--- src/rtl/core/mod_exp_pkg.sv ---
package mod_exp_pkg;

  // Width of the operand fields on the ports.
  localparam int FIELD_WIDTH = 32;

  // Default internal operand width.
  localparam int OPERAND_WIDTH_DEF = 32;

  // Configuration register indexes.
  localparam logic REG_EXPONENT = 1'b0;
  localparam logic REG_MODULUS  = 1'b1;

  // Register values after reset.
  localparam logic [FIELD_WIDTH-1:0] EXPONENT_RESET = 32'd65537;
  localparam logic [FIELD_WIDTH-1:0] MODULUS_RESET  = 32'd4294967291;

endpackage

--- src/rtl/core/modular_exponentiation.sv ---
// Raises each input word to the power held in the exponent register, modulo
// the modulus register, by right-to-left square-and-multiply. Every modular
// product goes through one bit-serial shift-and-add reducer that doubles and
// then conditionally adds for each of the OPERAND_WIDTH multiplier bits. An
// item costs one product to reduce the base, then, for every exponent bit up
// to the highest set one, one product for a set bit and one squaring except
// after the highest set bit, plus taking the word in and handing over the
// result. A zero exponent gives 1; otherwise a modulus below two gives 0;
// both skip the reducer. One item is worked on at a time; the next may enter
// while the previous result waits in the output register. Configuration
// writes are taken only while the block is idle.
module modular_exponentiation
  import mod_exp_pkg::*;
#(
  parameter int OPERAND_WIDTH = OPERAND_WIDTH_DEF
) (
  input  logic                   clk,
  input  logic                   rst,
  // Configuration write channel.
  input  logic                   cfg_valid,
  output logic                   cfg_ready,
  input  logic                   cfg_index,
  input  logic [FIELD_WIDTH-1:0] cfg_data,
  // Input words.
  input  logic                   s_tvalid,
  output logic                   s_tready,
  input  logic [FIELD_WIDTH-1:0] s_tdata,   // [31:0] base_value
  // Result words.
  output logic                   m_tvalid,
  input  logic                   m_tready,
  output logic [FIELD_WIDTH-1:0] m_tdata    // [31:0] power_result
);

  localparam int W  = OPERAND_WIDTH;
  localparam int CW = $clog2(W);

  typedef enum logic [4:0] {
    ST_IDLE    = 5'b00001,
    ST_REDUCE  = 5'b00010,
    ST_MUL_ACC = 5'b00100,
    ST_MUL_SQ  = 5'b01000,
    ST_FINISH  = 5'b10000
  } state_t;

  state_t         state;
  logic [W-1:0]   exponent;
  logic [W-1:0]   modulus;
  logic [W-1:0]   exp_sh;
  logic [W-1:0]   acc;
  logic [W-1:0]   sq;
  logic [W-1:0]   result;

  // Serial reducer registers.
  logic [W-1:0]   mul_a;
  logic [W-1:0]   mul_b;
  logic [W-1:0]   mul_r;
  logic [CW-1:0]  mul_cnt;
  logic           mul_phase;

  logic [W-1:0]   mul_addend;
  logic [W:0]     mul_t;
  logic [W+1:0]   mul_d;
  logic [W-1:0]   mul_r_next;
  logic           mul_done;
  logic           in_mul;
  logic [W-1:0]   base_in;

  assign s_tready  = (state == ST_IDLE);
  assign cfg_ready = (state == ST_IDLE);
  assign base_in   = s_tdata[W-1:0];
  assign in_mul    = (state == ST_REDUCE) || (state == ST_MUL_ACC) || (state == ST_MUL_SQ);

  // One reducer step: doubling in phase zero, conditional add in phase one,
  // each followed by a single trial subtraction of the modulus.
  always_comb begin
    mul_addend = mul_b[W-1] ? mul_a : '0;
    if (mul_phase) begin
      mul_t = {1'b0, mul_r} + {1'b0, mul_addend};
    end else begin
      mul_t = {mul_r, 1'b0};
    end
    mul_d      = {1'b0, mul_t} - {2'b00, modulus};
    mul_r_next = mul_d[W+1] ? mul_t[W-1:0] : mul_d[W-1:0];
    mul_done   = mul_phase && (mul_cnt == '0);
  end

  // Sequencer, reducer and output register.
  always_ff @(posedge clk) begin
    if (rst) begin
      state     <= ST_IDLE;
      m_tvalid  <= 1'b0;
      exponent  <= EXPONENT_RESET[W-1:0];
      modulus   <= MODULUS_RESET[W-1:0];
      mul_phase <= 1'b0;
    end else begin
      if (m_tready) begin
        m_tvalid <= 1'b0;
      end

      // Reducer stepping while a product is in progress.
      if (in_mul) begin
        mul_r     <= mul_r_next;
        mul_phase <= ~mul_phase;
        if (mul_phase) begin
          mul_b   <= {mul_b[W-2:0], 1'b0};
          mul_cnt <= mul_cnt - 1'b1;
        end
      end

      case (state)
        ST_IDLE: begin
          if (cfg_valid) begin
            if (cfg_index == REG_EXPONENT) begin
              exponent <= cfg_data[W-1:0];
            end else begin
              modulus <= cfg_data[W-1:0];
            end
          end
          if (s_tvalid) begin
            exp_sh <= exponent;
            acc    <= W'(1);
            if (exponent == '0) begin
              result <= W'(1);
              state  <= ST_FINISH;
            end else if (modulus < W'(2)) begin
              result <= '0;
              state  <= ST_FINISH;
            end else begin
              // Horner reduction of the base: base * 1 mod m.
              mul_a     <= W'(1);
              mul_b     <= base_in;
              mul_r     <= '0;
              mul_cnt   <= CW'(W - 1);
              mul_phase <= 1'b0;
              state     <= ST_REDUCE;
            end
          end
        end

        ST_REDUCE: begin
          if (mul_done) begin
            sq        <= mul_r_next;
            mul_a     <= mul_r_next;
            mul_r     <= '0;
            mul_cnt   <= CW'(W - 1);
            mul_phase <= 1'b0;
            if (exp_sh[0]) begin
              mul_b <= acc;
              state <= ST_MUL_ACC;
            end else begin
              mul_b <= mul_r_next;
              state <= ST_MUL_SQ;
            end
          end
        end

        ST_MUL_ACC: begin
          if (mul_done) begin
            acc <= mul_r_next;
            if (exp_sh[W-1:1] == '0) begin
              result <= mul_r_next;
              state  <= ST_FINISH;
            end else begin
              mul_a     <= sq;
              mul_b     <= sq;
              mul_r     <= '0;
              mul_cnt   <= CW'(W - 1);
              mul_phase <= 1'b0;
              state     <= ST_MUL_SQ;
            end
          end
        end

        ST_MUL_SQ: begin
          if (mul_done) begin
            sq        <= mul_r_next;
            exp_sh    <= {1'b0, exp_sh[W-1:1]};
            mul_a     <= mul_r_next;
            mul_r     <= '0;
            mul_cnt   <= CW'(W - 1);
            mul_phase <= 1'b0;
            if (exp_sh[W-1:1] == '0) begin
              result <= acc;
              state  <= ST_FINISH;
            end else if (exp_sh[1]) begin
              mul_b <= acc;
              state <= ST_MUL_ACC;
            end else begin
              mul_b <= mul_r_next;
              state <= ST_MUL_SQ;
            end
          end
        end

        ST_FINISH: begin
          if (!m_tvalid || m_tready) begin
            m_tvalid <= 1'b1;
            m_tdata  <= FIELD_WIDTH'(result);
            state    <= ST_IDLE;
          end
        end

        default: begin
          state <= ST_IDLE;
        end
      endcase
    end
  end

  // The running remainder never reaches the modulus.
  a_rem_below_mod: assert property (@(posedge clk) disable iff (rst)
    in_mul |-> (mul_r < modulus))
    else $error("reducer remainder not below modulus");

  // The multiplicand handed to the reducer is always reduced.
  a_mcand_below_mod: assert property (@(posedge clk) disable iff (rst)
    in_mul |-> (mul_a < modulus))
    else $error("reducer multiplicand not below modulus");

  // A new result word only appears when the sequencer hands one over.
  a_out_from_finish: assert property (@(posedge clk) disable iff (rst)
    $rose(m_tvalid) |-> $past(state == ST_FINISH))
    else $error("result word raised outside hand-over");

  // An accepted word always takes the block out of idle.
  a_accept_leaves_idle: assert property (@(posedge clk) disable iff (rst)
    (s_tvalid && s_tready) |=> (state != ST_IDLE))
    else $error("accepted word did not start work");

endmodule

--- config.mk ---
export PLATFORM = sky130hd
export DESIGN_NAME = modular_exponentiation
export DESIGN_NICKNAME = d
export VERILOG_FILES = /design/src/rtl/core/mod_exp_pkg.sv /design/src/rtl/core/modular_exponentiation.sv
export SDC_FILE = /design/constraint.sdc
export NUM_CORES = 1
export LEC_CHECK = 0
export BUFFER_PORTS_ARGS = -buffer_cell sky130_fd_sc_hd__buf_4
export CORE_UTILIZATION = 35
export DETAILED_ROUTE_END_ITERATION = 10
export GPL_ROUTABILITY_DRIVEN = 0
export HOLD_SLACK_MARGIN = 0.15
export SYNTH_ARGS = -nofsm -noshare
export SYNTH_HDL_FRONTEND = slang
export SYNTH_SLANG_ARGS = --single-unit
--- constraint.sdc ---
create_clock -name clk -period 7.5 [get_ports clk]
set_input_delay 0.375 -clock clk [delete_from_list [all_inputs] [get_ports clk]]
set_output_delay 0.375 -clock clk [all_outputs]
set_load 0.01 [all_outputs]
==> out/qor.yml <==
synth_top_family_by_area: "compound AO/OA/AOI/OAI gates"
synth_simple_gate_area_share_pct: 15.5
die_area_mm2: 0.0574
pwr-share-clk_pct: 34.8
hp-class: "primary input to flop"
hold_path_end: "modulus[0]"
critical_path_class: "flop to flop"
chipHeight_um: 240
setup_slack_ns: 0.854
tightestPinTransition_ns: 1.22
yosysSeqAreaShare_pct: 46.9
cts_max_path_buffers: 3
vias: 17500
finalNetCount: 2344
fin_crit_sh_pct: 88.6
hold_viol: 0
drt-initial-drc-count: 1877
hold_path_startpoint: "cfg_index"
synth_compound_gate_area_share_pct: 23.1
ys_async_sr_fraction_pct: 0
drt-total-wl_mm: 65.9
synth_ff_type: "edfxtp_1"
ir_worst_vdd_uv: 146
status: "complete, no violations"
area_growth_pct: 15.7
p_per_area_mw_per_mm2: 227
grt_max_degree: 70
drv_cap: 0
fin_crit_ns: 6.65
insertion_delay_ns: 0.58
muxShareOfSynthArea_pct: 3.62
start_util_pct: 35.7
first_pass_iters: 6
numCtsBuffers: 40
rows: 86
p_sw_share_pct: 31.9
seqPwrFrac_pct: 42.3
dp_hpwl_mm: 45.4
drive_gt1_share_pct: 11.8
combPwrFrac_pct: 22.9
pin_count: 105
avgSynthCellArea_um2: 9.32
antenna_found_initial: 1
worst-r2r-cell-count: 22
cp_slowest_stage_delay_ns: 0.61
timing.rr.start: "mul_b[31]"
clk_pin_slew_worst_paths_ns: 0.06
post-place-ws_ns: 0.650
cts_root_buf: "clkbuf_16"
fin_skew_ns: 0.0218
place_inst: 2880
synth_edf_count: 261
relSlewSlack_pct: 18.3
fmax_mhz: 150
cts_tree: "done"
cts.sinks: 332
crit_fanout: 32
intPower_mw: 3.53
htree_levels: 2
grt_overflow: 0
netlist_instances: 2119
synth_xor_area_share_pct: 2.08
grt.total_usage_pct: 22.7
worstHoldPathCells: 4
synthesis.nets: 2256
leakage_nw: 8.93
required_ns: 7.83
stdcell_count: 2983
setup_viol: 0
core_mm2: 0.0554
fin_setup_tns_ns: 0
wire_per_inst_um: 22.1
crit_chain: "buf_4 > and2_1 > ha_1 > a2111oi_0 > a211oi_1 > o21ai_1 > o21ai_0 > a41oi_1 > xnor2_1 > mux2_2 > ha_1 > a21oi_1 > o21a_1 > o21ai_0 > a221o_1 > a31oi_1 > a21oi_2 > or2_2 > buf_4 > mux2i_2 > a221oi_1 > o21a_1"
diodes: 0
die_x_um: 240
grt_pass1_vias: 16900
portBuffers: 104
yosys_warnings: 0
rrSetupSlack_ns: 0.85
start_kind: "flop"
drc_errors: 0
power.net_switching_mw: 1.65
drv_slew: 0
vias_per_cell: 5.85
end_kind: "flop"
rsz0062_at_grt: "false"
final_antenna_net_count: 0
timing.rr.end: "mul_b[10]"
arrival_ns: 6.97
cp_slowest_cell: "a2111oi_0"
synth_cell_type_count: 87
yosys.area_share.adder_pct: 4.32
grt_pass1_wl_mm: 101
syn-cell-area_mm2: 0.0198
ys_ff_latch: 332
==> worst max-delay path by stage <==
stage / depth (start not counted) / from / end
4_1_cts: 21 / mul_b[31] / mul_b[28]
3_3_place_gp: 21 / mul_b[31] / mul_b[28]
2_1_floorplan: 25 / mul_b[31] / mul_b[12]
6_report: 22 / mul_b[31] / mul_b[10]
5_1_grt: 22 / mul_b[31] / mul_b[10]
3_5_place_dp: 21 / mul_b[31] / mul_b[28]
==> metrics by stage <==
| step | utilization, % | hold slack (ns) | instance area (um2) | power, mW |
|---|---|---|---|---|
| 5_1_grt | 41.2 | 0.185 | 22900 | 5.39 |
| 3_5_place_dp | 38.5 | 0.405 | 21300 | 3.38 |
| 4_1_cts | 41.2 | 0.165 | 22900 | 5.21 |
| 2_1_floorplan | - | 0.400 | 19800 | 2.99 |
| 3_3_place_gp | 38.5 | 0.404 | 21300 | 3.36 |
| 6_report | 41.2 | 0.186 | 22900 | 5.19 |
==> worst max-delay path: cells and delay by family, from the launching register on <==
kind / cells / cell delay (ns)
compound gates: 13 / 3.44
simple gates: 2 / 0.71
flops: 1 / 0.38
xor+xnor: 1 / 0.09
buf+inv: 2 / 0.50
fa+ha+maj: 2 / 0.57
mux: 2 / 0.71
==> timing repair <==
item                       4_1_cts  5_1_grt
setup endpoints to repair        0        2
hold endpoints to repair        65        0
hold buffers                    33        0
setup buffers                    0        0
resized for setup                0        1
==> final cells by class <==
type | instances | area, um2
Clock buffer | 46 | 1030
Clock inverter | 24 | 159
Fill cell | 5368 | 32600
Inverter | 96 | 363
Multi-Input combinational cell | 1561 | 9700
Sequential cell | 332 | 9260
Tap cell | 748 | 936
Timing Repair Buffer | 176 | 1400
==> synth_stat cells (45+ instances only) <==
| master | n | share of area (%) |
|---|---|---|
| nand2_1 | 307 | 5.8 |
| edfxtp_1 | 261 | 40 |
| a21oi_1 | 228 | 5.8 |
| nor2_1 | 153 | 2.9 |
| o21ai_0 | 135 | 3.4 |
| clkbuf_1 | 111 | 2.1 |
| inv_1 | 94 | 1.8 |
| dfxtp_1 | 71 | 7.2 |
| ha_1 | 65 | 4.1 |
| and2_1 | 56 | 1.8 |
| o211ai_1 | 53 | 2.0 |
| mux2i_1 | 45 | 2.3 |
==> state kept, by name, indices dropped and copies added, names as in the netlist, 5 cells and up <==
signal,cells
acc,32
exp_sh,32
exponent,32
m_tdata,32
modulus,32
mul_a,32
mul_b,32
mul_cnt,5
mul_r,32
result,32
sq,32
state,5
==> power groups by stage <==
stage / Sequential [mW] / Clock [mW] / Combinational, mW
3_5_place_dp: 2.23 / 0 / 1.15
3_3_place_gp: 2.23 / 0 / 1.13
2_1_floorplan: 2.20 / 0 / 0.790
6_report: 2.20 / 1.81 / 1.19
4_1_cts: 2.19 / 1.84 / 1.17
5_1_grt: 2.21 / 1.89 / 1.29
==> kinds of logic after synthesis <==
group / after synthesis
adder cells (fa/ha/maj): 67
XOR/XNOR: 47
flip-flops: 332
buffers and inverters: 226
AO/OA/AOI/OAI: 702
AND/OR/NAND/NOR: 678
multiplexers: 67
==> layout by cell type (no fill, tap or decap), types with 40 or more instances in the layout <==
cell,count
and2_1,56
nor2_1,145
a221oi_1,44
buf_4,143
inv_1,94
clkbuf_16,40
dfxtp_1,70
o21ai_0,134
ha_1,65
edfxtp_1,261
o211ai_1,53
mux2i_1,45
nand2_1,306
a21oi_1,228
==> routing by layer <==
layer / global-route usage (%) / wire length, um / share of wire [%] / vias up
li1: - / - / - / 8040
met1: 30.5 / 27800 / 42 / 8453
met2: 36.9 / 30700 / 47 / 802
met3: 2.84 / 4790 / 7.3 / 166
met4: 9.29 / 2630 / 4.0 / 0
met5: 0 / 0 / 0 / -
Power figures use the tool's default switching activity.
